$ cat src/hdl/hs_pkg.sv
// ----------------------------------------------------------------------------
// hs_pkg
// shared types for the heap sorter: word formats, controller states and the
// command and status groups between controller and datapath
// ----------------------------------------------------------------------------
package hs_pkg;

  localparam int VALUE_W = 32;

  typedef struct packed {
    logic signed [VALUE_W-1:0] element;
    logic                      last_element;
  } item_t;

  typedef struct packed {
    logic signed [VALUE_W-1:0] sorted_value;
    logic                      last_result;
    logic                      overflow;
  } result_t;

  typedef enum logic [3:0] {
    ST_IDLE,
    ST_BUILD_RD,
    ST_BUILD_LD,
    ST_SIFT_RD,
    ST_SIFT_CMP,
    ST_EXT_RD,
    ST_EXT_LD,
    ST_EMIT_RD,
    ST_EMIT_LD
  } state_t;

  // commands from controller to datapath, at most one set per cycle
  typedef struct packed {
    logic collect;     // input word accepted
    logic build_rd;    // fetch next heap node to sift during build
    logic build_ld;    // start sift of fetched node over whole heap
    logic ext_rd;      // fetch root and last heap entry
    logic ext_ld;      // move root to end, start sift of old last entry
    logic sift_rd;     // fetch both children of the hole
    logic sift_place;  // hole is a leaf, drop held value there
    logic sift_cmp;    // compare children with held value
    logic emit_rd;     // fetch next sorted entry
    logic emit_ld;     // load output register
  } cmd_t;

  typedef struct packed {
    logic build_done;  // no interior nodes left to sift
    logic ext_done;    // heap down to one entry
    logic sift_leaf;   // hole has no children
    logic sift_stop;   // held value not smaller than larger child
    logic emit_last;   // entry being emitted is the final one
    logic out_free;    // output register empty by next edge
  } stat_t;

endpackage

$ cat src/hdl/hs_ctrl.sv
// ----------------------------------------------------------------------------
// hs_ctrl
// sequencer for collect, heap build, extraction and emit phases
// ----------------------------------------------------------------------------
module hs_ctrl (
  input  logic          clk,
  input  logic          rst,
  input  logic          item_valid,
  input  logic          item_last,
  output logic          item_ready,
  input  hs_pkg::stat_t stat,
  output hs_pkg::cmd_t  cmd
);

  hs_pkg::state_t state, state_next;
  logic           phase_ext, phase_ext_next;

  always_ff @(posedge clk) begin
    if (rst) begin
      state     <= hs_pkg::ST_IDLE;
      phase_ext <= 1'b0;
    end else begin
      state     <= state_next;
      phase_ext <= phase_ext_next;
    end
  end

  // next state
  always_comb begin
    state_next     = state;
    phase_ext_next = phase_ext;
    unique case (state)
      hs_pkg::ST_IDLE: begin
        if (item_valid && item_last) state_next = hs_pkg::ST_BUILD_RD;
      end
      hs_pkg::ST_BUILD_RD: begin
        state_next = stat.build_done ? hs_pkg::ST_EXT_RD : hs_pkg::ST_BUILD_LD;
      end
      hs_pkg::ST_BUILD_LD: begin
        state_next     = hs_pkg::ST_SIFT_RD;
        phase_ext_next = 1'b0;
      end
      hs_pkg::ST_SIFT_RD: begin
        if (stat.sift_leaf) begin
          state_next = phase_ext ? hs_pkg::ST_EXT_RD : hs_pkg::ST_BUILD_RD;
        end else begin
          state_next = hs_pkg::ST_SIFT_CMP;
        end
      end
      hs_pkg::ST_SIFT_CMP: begin
        if (stat.sift_stop) begin
          state_next = phase_ext ? hs_pkg::ST_EXT_RD : hs_pkg::ST_BUILD_RD;
        end else begin
          state_next = hs_pkg::ST_SIFT_RD;
        end
      end
      hs_pkg::ST_EXT_RD: begin
        state_next = stat.ext_done ? hs_pkg::ST_EMIT_RD : hs_pkg::ST_EXT_LD;
      end
      hs_pkg::ST_EXT_LD: begin
        state_next     = hs_pkg::ST_SIFT_RD;
        phase_ext_next = 1'b1;
      end
      hs_pkg::ST_EMIT_RD: begin
        if (stat.out_free) state_next = hs_pkg::ST_EMIT_LD;
      end
      hs_pkg::ST_EMIT_LD: begin
        state_next = stat.emit_last ? hs_pkg::ST_IDLE : hs_pkg::ST_EMIT_RD;
      end
      default: state_next = hs_pkg::ST_IDLE;
    endcase
  end

  // outputs
  always_comb begin
    cmd        = '0;
    item_ready = 1'b0;
    unique case (state)
      hs_pkg::ST_IDLE: begin
        item_ready  = 1'b1;
        cmd.collect = item_valid;
      end
      hs_pkg::ST_BUILD_RD: cmd.build_rd = !stat.build_done;
      hs_pkg::ST_BUILD_LD: cmd.build_ld = 1'b1;
      hs_pkg::ST_SIFT_RD: begin
        cmd.sift_place = stat.sift_leaf;
        cmd.sift_rd    = !stat.sift_leaf;
      end
      hs_pkg::ST_SIFT_CMP: cmd.sift_cmp = 1'b1;
      hs_pkg::ST_EXT_RD:   cmd.ext_rd   = !stat.ext_done;
      hs_pkg::ST_EXT_LD:   cmd.ext_ld   = 1'b1;
      hs_pkg::ST_EMIT_RD:  cmd.emit_rd  = stat.out_free;
      hs_pkg::ST_EMIT_LD:  cmd.emit_ld  = 1'b1;
      default: cmd = '0;
    endcase
  end

endmodule

$ cat src/hdl/hs_dp.sv
// ----------------------------------------------------------------------------
// hs_dp
// value memory, heap indexes, sift compare and output register
// ----------------------------------------------------------------------------
module hs_dp #(
  parameter int MAX_ITEMS = 64
) (
  input  logic            clk,
  input  logic            rst,
  input  hs_pkg::cmd_t    cmd,
  output hs_pkg::stat_t   stat,
  input  hs_pkg::item_t   item,
  output hs_pkg::result_t result,
  output logic            result_valid,
  input  logic            result_ready
);

  localparam int AW = (MAX_ITEMS > 1) ? $clog2(MAX_ITEMS) : 1;
  localparam int CW = $clog2(MAX_ITEMS + 1);
  localparam int IW = AW + 2;

  logic signed [hs_pkg::VALUE_W-1:0] mem [MAX_ITEMS];

  logic [CW-1:0] count, count_next;
  logic          ovf;
  logic [AW-1:0] bi;
  logic [CW-1:0] s;
  logic [AW-1:0] k;
  logic [AW-1:0] node;
  logic [CW-1:0] size;
  logic          right_ok;
  logic signed [hs_pkg::VALUE_W-1:0] cur;
  logic signed [hs_pkg::VALUE_W-1:0] rd_a, rd_b;

  logic          room;
  logic [IW-1:0] left, right, size_ext;
  logic          take_right, descend;
  logic signed [hs_pkg::VALUE_W-1:0] big_val;
  logic [AW-1:0] big_idx;
  logic [CW-1:0] s_dec;

  logic          we, rd_en;
  logic [AW-1:0] waddr, ra, rb;
  logic signed [hs_pkg::VALUE_W-1:0] wdata;

  assign room       = count < CW'(MAX_ITEMS);
  assign count_next = room ? count + CW'(1) : count;
  assign s_dec      = s - CW'(1);
  assign left       = IW'({node, 1'b1});
  assign right      = left + IW'(1);
  assign size_ext   = IW'(size);

  // larger child, then whether it beats the held value
  assign take_right = right_ok && (rd_b > rd_a);
  assign big_val    = take_right ? rd_b : rd_a;
  assign big_idx    = take_right ? right[AW-1:0] : left[AW-1:0];
  assign descend    = big_val > cur;

  assign stat.build_done = (bi == '0);
  assign stat.ext_done   = (s <= CW'(1));
  assign stat.sift_leaf  = (left >= size_ext);
  assign stat.sift_stop  = !descend;
  assign stat.emit_last  = (CW'(k) + CW'(1) == count);
  assign stat.out_free   = !result_valid || result_ready;

  // memory port selection
  always_comb begin
    we    = 1'b0;
    waddr = node;
    wdata = cur;
    if (cmd.collect && room) begin
      we    = 1'b1;
      waddr = count[AW-1:0];
      wdata = item.element;
    end else if (cmd.ext_ld) begin
      we    = 1'b1;
      waddr = s_dec[AW-1:0];
      wdata = rd_a;
    end else if (cmd.sift_place) begin
      we    = 1'b1;
    end else if (cmd.sift_cmp) begin
      we    = 1'b1;
      wdata = descend ? big_val : cur;
    end
  end

  always_comb begin
    rd_en = cmd.build_rd || cmd.ext_rd || cmd.sift_rd || cmd.emit_rd;
    ra    = k;
    rb    = right[AW-1:0];
    if (cmd.build_rd) begin
      ra = bi - AW'(1);
    end else if (cmd.ext_rd) begin
      ra = '0;
      rb = s_dec[AW-1:0];
    end else if (cmd.sift_rd) begin
      ra = left[AW-1:0];
    end
  end

  always_ff @(posedge clk) begin
    if (we) mem[waddr] <= wdata;
    if (rd_en) begin
      rd_a <= mem[ra];
      rd_b <= mem[rb];
    end
  end

  // heap bookkeeping
  always_ff @(posedge clk) begin
    if (cmd.collect && item.last_element) begin
      bi <= AW'(count_next >> 1);
      s  <= count_next;
    end
    if (cmd.build_rd) bi <= bi - AW'(1);
    if (cmd.build_ld) begin
      cur  <= rd_a;
      node <= bi;
      size <= count;
    end
    if (cmd.ext_ld) begin
      cur  <= rd_b;
      node <= '0;
      size <= s_dec;
      s    <= s_dec;
    end
    if (cmd.sift_rd) right_ok <= (right < size_ext);
    if (cmd.sift_cmp && descend) node <= big_idx;
    if (cmd.emit_ld) begin
      result.sorted_value <= rd_a;
      result.last_result  <= stat.emit_last;
      result.overflow     <= ovf;
    end
  end

  // run counters and output valid
  always_ff @(posedge clk) begin
    if (rst) begin
      count        <= '0;
      ovf          <= 1'b0;
      k            <= '0;
      result_valid <= 1'b0;
    end else begin
      if (cmd.collect) begin
        count <= count_next;
        if (!room) ovf <= 1'b1;
      end
      if (cmd.emit_ld) begin
        if (stat.emit_last) begin
          k     <= '0;
          count <= '0;
          ovf   <= 1'b0;
        end else begin
          k <= k + AW'(1);
        end
      end
      if (cmd.emit_ld) begin
        result_valid <= 1'b1;
      end else if (result_ready) begin
        result_valid <= 1'b0;
      end
    end
  end

endmodule

$ cat src/hdl/heap_sorter.sv
// operation: a run of n words is collected word by word, then the heap is built and
//   the root extracted repeatedly, each sift level a read state and a compare state,
//   and each result word is fetched and then loaded into the output register
// the whole run goes through the single sift unit on the memory; no new set is
//   accepted until the final word of the last one sits in the output register
// reset: synchronous, clears the fill count, overflow flag and sequencer
// ----------------------------------------------------------------------------
// heap_sorter
// collects signed words until one marked last, heap sorts them in an on-chip
// memory and emits them in ascending order with end and overflow marks
// ----------------------------------------------------------------------------
module heap_sorter #(
  parameter int MAX_ITEMS = 64
) (
  input  logic            clk,
  input  logic            rst,
  input  logic            item_valid,
  output logic            item_ready,
  input  hs_pkg::item_t   item,
  output logic            result_valid,
  input  logic            result_ready,
  output hs_pkg::result_t result
);

  // controller drives one command set per cycle, datapath reports status
  hs_pkg::cmd_t  cmd;
  hs_pkg::stat_t stat;

  // sequencer: collect, build heap, extract root repeatedly, emit
  hs_ctrl u_ctrl (
    .clk        (clk),
    .rst        (rst),
    .item_valid (item_valid),
    .item_last  (item.last_element),
    .item_ready (item_ready),
    .stat       (stat),
    .cmd        (cmd)
  );

  // memory with two registered read ports and one write port, sift compare,
  // output register that frees the collect side while the final word waits
  hs_dp #(
    .MAX_ITEMS (MAX_ITEMS)
  ) u_dp (
    .clk          (clk),
    .rst          (rst),
    .cmd          (cmd),
    .stat         (stat),
    .item         (item),
    .result       (result),
    .result_valid (result_valid),
    .result_ready (result_ready)
  );

endmodule

$ cat config.mk
export PLATFORM = sky130hd
export DESIGN_NAME = heap_sorter
export DESIGN_NICKNAME = d
export VERILOG_FILES = /design/src/hdl/hs_pkg.sv /design/src/hdl/hs_ctrl.sv /design/src/hdl/hs_dp.sv /design/src/hdl/heap_sorter.sv
export SDC_FILE = /design/constraint.sdc
export NUM_CORES = 2
export LEC_CHECK = 0
export BUFFER_PORTS_ARGS = -buffer_cell sky130_fd_sc_hd__buf_2
export CAP_MARGIN = 20
export CELL_PAD_IN_SITES_DETAIL_PLACEMENT = 0
export CELL_PAD_IN_SITES_GLOBAL_PLACEMENT = 2
export CORE_MARGIN = 2
export CORE_UTILIZATION = 53
export DETAILED_ROUTE_END_ITERATION = 6
export PLACE_DENSITY = 0.82
export SYNTH_ARGS = -nofsm -noshare
export SYNTH_HDL_FRONTEND = slang
export SYNTH_HIERARCHICAL = 1
export SYNTH_SLANG_ARGS = --single-unit
$ cat constraint.sdc
create_clock -name clk -period 11.65 [get_ports clk]
set_clock_uncertainty 0.05 [all_clocks]
set_input_delay 0.5825 -clock clk [delete_from_list [all_inputs] [get_ports clk]]
set_output_delay 0.5825 -clock clk [all_outputs]
set_load 0.01 [all_outputs]
# [Word level (Yosys, flattened, before mapping)]
# Memory sizes are Yosys's and may differ from the RTL's. A register that Yosys moved wholly into a read port is not among the register bits.
# Cells that the tools add are included.
[op_classes] n_addsub=6 order_cmp=6 eq_ne=11 muxes=62 n_reduce_logical=23
[ops] cell="two-way mux 32 bit" count=8
[ops] cell="two-way mux 6 bit" count=14
[ops] cell="> comparator 32 bit" count=2
[ops] cell="two-way mux 7 bit" count=8
[ops] cell="one-hot mux 4 bit (8 select lines)" count=1
[ops] cell="two-way mux 1 bit" count=22
[ops] cell="equality test 4 x 3 -> 1 bit, second input constant" count=4
[ops] cell="two-way mux 4 bit" count=4
[ops] cell="nonzero test 2 bit" count=5
[ops] cell="two-way mux 3 bit" count=3
[ops] cell="adder 7 x 1 -> 8 bit, second input constant" count=1
[ops] cell="equality test 4 x 2 -> 1 bit, second input constant" count=2
[ops] cell="< comparator 8 x 7 -> 1 bit" count=1
[ops] cell="adder 6 x 1 -> 7 bit, second input constant" count=1
[ops] cell="adder 7 x 1 -> 7 bit, second input constant" count=1
[ops] cell="equality test 7 bit" count=1
[ops] cell="greater-or-equal comparator 7 bit" count=1
[ops] cell="less-or-equal comparator 7 x 1 -> 1 bit, second input constant" count=1
[ops] cell="< comparator 7 bit, second input constant" count=1
[ops] cell="subtractor 7 x 1 -> 7 bit, second input constant" count=1
[ops] cell="adder 6 x 1 -> 6 bit, second input constant" count=1
[ops] cell="zero test 6 bit" count=1
[ops] cell="subtractor 6 x 1 -> 6 bit, second input constant" count=1
[ops] cell="logical AND 1 bit" count=5
[ops] cell="other kinds (11)" count=18
[word_totals] reg_bits=113 ramBits=2048 out_inout_bits=36 word_cells=124 memories=1
[mem_list] memory="u_dp.mem" depth=64 word_bits=32 read_ports=2 rd_ports_with_merged_regs=2 wr=1 line_no="hs_dp.sv:22" text="logic signed [hs_pkg::VALUE_W-1:0] mem [MAX_ITEMS];"

# [Depth between registers and ports, before layout]
[logic_depth] word_depth=9 ltp_mapped=23

# [Hierarchy]
# Netlist, hierarchy kept.
[modules_own_cells] module="hs_dp" instances=1 cells_per_inst=6062 area_per_inst_um2=106184.3 seq_area_each_um2=66513.8
[modules_own_cells] module="hs_ctrl" instances=1 cells_per_inst=56 area_per_inst_um2=436.7 seq_area_each_um2=100.1

# [Least setup slack after synthesis]
# Ideal clock, no wire load.
[synth_path] kind="register to register" from="register u_dp/rd_a[31] (netlist name), read port of u_dp.mem" to="memory u_dp/mem[0][25] (netlist name), data pin" setup_ps=366 arrival_ps=5670 required_time_ps=11234 setup_slack_ps=5564 stages_incl_launch_ff=24 path_buffers=5 synth_period_minus_slack_ps=6086 cell_sequence="edfxtp_1 -> inv_1 -> ha_1 -> nand4_1 -> or4_1 -> nor2_1 -> o31a_1 -> o31a_1 -> buf_4 -> o21a_2 -> buf_4 -> buf_2 -> o21ai_0 -> ha_1 -> a21o_1 -> a21o_1 -> a221oi_2 -> o21ai_2 -> or4b_1 -> and2_1 -> buf_6 -> buf_6 -> a311oi_1 -> a22o_1"
[synth_via] elab_chain_cells=9
[synth_lines] item="start, declared" line_no="hs_dp.sv:33" text="logic signed [hs_pkg::VALUE_W-1:0] rd_a, rd_b;"
[synth_lines] item="> comparator 32 bit" line_no="hs_dp.sv:54" text="assign take_right = right_ok && (rd_b > rd_a);"
[synth_lines] item="logical AND 1 bit" line_no="hs_dp.sv:54"
[synth_lines] item="two-way mux 32 bit *" line_no="hs_dp.sv:55" text="assign big_val = take_right ? rd_b : rd_a;"
[synth_lines] item="> comparator 32 bit" line_no="hs_dp.sv:57" text="assign descend = big_val > cur;"
[synth_lines] item="two-way mux 32 bit *" line_no="hs_dp.sv:83" text="wdata = descend ? big_val : cur;"
[synth_lines] item="two-way mux 32 bit *" line_no="hs_dp.sv:81" text="end else if (cmd.sift_cmp) begin"
[synth_lines] item="two-way mux 32 bit *" line_no="hs_dp.sv:79" text="end else if (cmd.sift_place) begin"
[synth_lines] item="two-way mux 32 bit *" line_no="hs_dp.sv:75" text="end else if (cmd.ext_ld) begin"
[synth_lines] item="two-way mux 32 bit *" line_no="hs_dp.sv:71" text="if (cmd.collect && room) begin"
[synth_lines] item="net u_dp.wdata, one bit" line_no="hs_dp.sv:44" text="logic signed [hs_pkg::VALUE_W-1:0] wdata;"
[synth_lines] item="end, declared" line_no="hs_dp.sv:22"
# The timed path passes the listed nets; every way through them passes the cells marked *.

# [Worst setup path after layout]
[layout_path] from="register u_dp/rd_a[31] (netlist name), read port of u_dp.mem" to="memory u_dp/mem[34][4] (netlist name), data pin"
# The elaborated chain is that of the path after synthesis.

==> impl_metrics.env <==
export IMPL_vias=63720
export IMPL_ios=73
export IMPL_powerDensity_mw_per_mm2=210.3
export IMPL_setup_violations=0
export IMPL_cts_tree="yes"
export IMPL_fin_area_mm2=0.1181
export IMPL_holdBufCountCts=1
export IMPL_firstDrtPassIters=6
export IMPL_max_slew_margin=0.1427
export IMPL_ys_ff_latch=2225
export IMPL_final_antenna_net_count=0
export IMPL_die_x_um=452.5
export IMPL_fillCellCount=14640
export IMPL_synth_fp_nets=6238
export IMPL_multiInputGateArea_mm2=0.03795
export IMPL_synth_edf_count=2205
export IMPL_period_needed_ns=8.260
export IMPL_gr_usage_all_layers=0.3203
export IMPL_area_growth_pct=10.75
export IMPL_port_buffers=72
export IMPL_worstSetupStartpointType="flip-flop"
export IMPL_synthMuxAreaShare=0.2297
export IMPL_synth_top_family_by_area="multiplexers"
export IMPL_grt_start_max_net_pins=127
export IMPL_gp_congestion=0.8778
export IMPL_final_layout_size_suffix_gt1_frac=0.2811
export IMPL_core_area_mm2=0.1999
export IMPL_fp_row_count=164
export IMPL_cp_max_fo=41
export IMPL_period_share=0.7090
export IMPL_status="completed"
export IMPL_post_cts_buffers=0
export IMPL_r2r_start="u_dp/rd_a[31]"
export IMPL_grt_pass1_wl_mm=464.5
export IMPL_cts_made_buffers=226
export IMPL_wirelength_mm=327.5
export IMPL_async_reset_ff_frac=0
export IMPL_worst_pin_slew_ns=1.278
export IMPL_antenna_found_initial=4
export IMPL_drc=0
export IMPL_crit_start="u_dp/rd_a[31]"
export IMPL_holdWs_ns=0.1800
export IMPL_clk_latency_ns=0.89
export IMPL_seqCellArea_mm2=0.06661
export IMPL_place_area_mm2=0.1101
export IMPL_dieArea_mm2=0.2048
export IMPL_yosys_area_share_simple=0.04437
export IMPL_htree_levels=4
export IMPL_seq_area_frac_synth=0.6248
export IMPL_slew_viol_final=0
export IMPL_die_h_um=452.5
export IMPL_grtUsageMet2=0.4964
export IMPL_endpoint_kind="flip-flop"
export IMPL_fin_setup_tns_ns=0
export IMPL_grt_pass1_vias=63130
export IMPL_top_usage_layer="met2"
export IMPL_start_util=0.5335
export IMPL_ir_worst_vdd_mv=0.1825
export IMPL_avgRoutedWirePerCell_um=36.45
export IMPL_hp_start="result_ready"
export IMPL_fin_util=0.5908
export IMPL_critPathKind="flip-flop to flip-flop"
export IMPL_max_cap_violations=0
export IMPL_place_hpwl_mm=180.1
export IMPL_p_leak_nw=37.55
export IMPL_use_met3=0.08129
export IMPL_synthAdderAreaFrac=0.009740
export IMPL_avgSynthCellArea_um2=17.43
export IMPL_clock_sinks=2225
export IMPL_power_total_mw=24.83
export IMPL_fmax_ghz=0.1211
export IMPL_worstHoldPathType="primary input to flip-flop"
export IMPL_clk_path_buf_depth=3
export IMPL_drt_iter0_markers=8596
export IMPL_path_clk_slew_ns=0.06
export IMPL_synthFlopType="edfxtp_1"
export IMPL_met1_usage=0.4509
export IMPL_synth_compound_area_frac=0.06277
export IMPL_vias_per_cell=7.092
export IMPL_layout_nets=6251
export IMPL_root_buffer="clkbuf_16"
export IMPL_crit_arrival_ns=8.81
export IMPL_syn_cell_area_mm2=0.1066
export IMPL_cts_resized=0
export IMPL_hold_viol=0
export IMPL_grt_ovfl_total=0
export IMPL_synth_warning_count=6
export IMPL_layout_common_cells="edfxtp_1, mux4_2, nand2_1"
export IMPL_final_common_cell="edfxtp_1"
export IMPL_worstPathRequired_ns=12.20
export IMPL_syn_inst=6118
export IMPL_ys_types=75
export IMPL_synthXorXnorAreaFrac=0.002629
export IMPL_grt_setup_unrepaired="no"
## final cells by class
| class | count | share of cell area |
|---|---|---|
| Clock inverter | 159 | 0.01205 |
| Timing Repair Buffer | 276 | 0.02166 |
| Multi-Input combinational cell | 3315 | 0.3214 |
| Inverter | 87 | 0.002766 |
| Tap cell | 2656 | 0.02814 |
| Sequential cell | 2225 | 0.5641 |
| Clock buffer | 266 | 0.04989 |
| Antenna cell | 1 | 0.00002119 |
## worst paths after layout
path	end	slack [ns]	depth (start not counted)
max	u_dp/mem[34][4]	3.39	21
min	u_dp/result_valid	0.18	3
max reg2reg	u_dp/mem[34][4]	3.39	21
min reg2reg	u_dp/result[0]	0.39	0
## state kept, by name, indices dropped and copies added (netlist names), 4 cells and up
| register | count |
|---|---|
| u_dp/k | 6 |
| u_dp/mem | 2048 |
| u_dp/result | 34 |
| u_ctrl/state | 4 |
| u_dp/bi | 6 |
| u_dp/count | 7 |
| u_dp/rd_a | 32 |
| u_dp/rd_b | 32 |
| u_dp/size | 7 |
| u_dp/cur | 32 |
| u_dp/s | 7 |
| u_dp/node | 6 |
## synthesized netlist by cell type, types with 69 or more instances
cell	instances	area share
buf_2	152	0.0071
edfxtp_1	2205	0.62
nor2_1	117	0.0041
nor2b_1	138	0.0081
o211ai_1	69	0.0049
ha_1	83	0.0097
mux4_2	1024	0.22
o21ai_0	150	0.0070
nand3_1	85	0.0040
a31oi_1	79	0.0046
a21oi_1	224	0.011
a211oi_1	293	0.021
clkbuf_1	216	0.0076
inv_1	85	0.0030
nand2_1	537	0.019
mux2i_1	137	0.013
## metal layers
| metal | part of all wire | vias up | wire (um) |
|---|---|---|---|
| li1 | - | 25540 | - |
| met1 | 0.38 | 33680 | 125600 |
| met2 | 0.47 | 3886 | 152800 |
| met3 | 0.12 | 615 | 38550 |
| met4 | 0.032 | 2 | 10480 |
| met5 | 0.000061 | - | 20 |
## stage by stage
stage               cells  worst slack, ns
global placement     8518            3.413
global route         8985            3.217
floorplan            6118            5.564
CTS                  8945            3.280
detailed placement   8519            3.295
finish               8985            3.390
## critical path, stage by stage, from the launching register on
cell and delay, ns:
edfxtp_1 0.39, inv_1 0.10, ha_1 0.47, nand4_1 0.25, or4_1 0.72, nor2_1 0.23, o31a_1 0.40, o31a_1 0.19
o21a_2 0.56, buf_4 0.52, o21ai_0 0.18, ha_1 0.32, a21oi_1 0.13, o21a_1 0.16, o211ai_1 0.10, o311a_1 0.49
or4b_1 0.55, a21oi_2 0.75, buf_4 0.46, o211ai_1 0.16, a22o_2 0.45, buf_12 0.26
## report_power, final
part | switching [mW] | internal, mW
Sequential | 0.154 | 9.84
Clock | 3.12 | 4.09
Combinational | 5.07 | 2.56
Total | 8.34 | 16.5
## logic make-up (layout without fill, tap and decap cells)
| kind of cell | Yosys count | count (layout) |
|---|---|---|
| DFF | 2225 | 2225 |
| muxes | 1166 | 1166 |
| and+or+nand+nor | 1029 | 1029 |
| AOI/OAI and AO/OA | 1005 | 1005 |
| buffers and inverters | 578 | 788 |
| adders and majority gates | 83 | 83 |
| xor gates and xnor gates | 32 | 32 |
| other | 0 | 1 |
No activity file was read; power rests on OpenSTA's default activity.
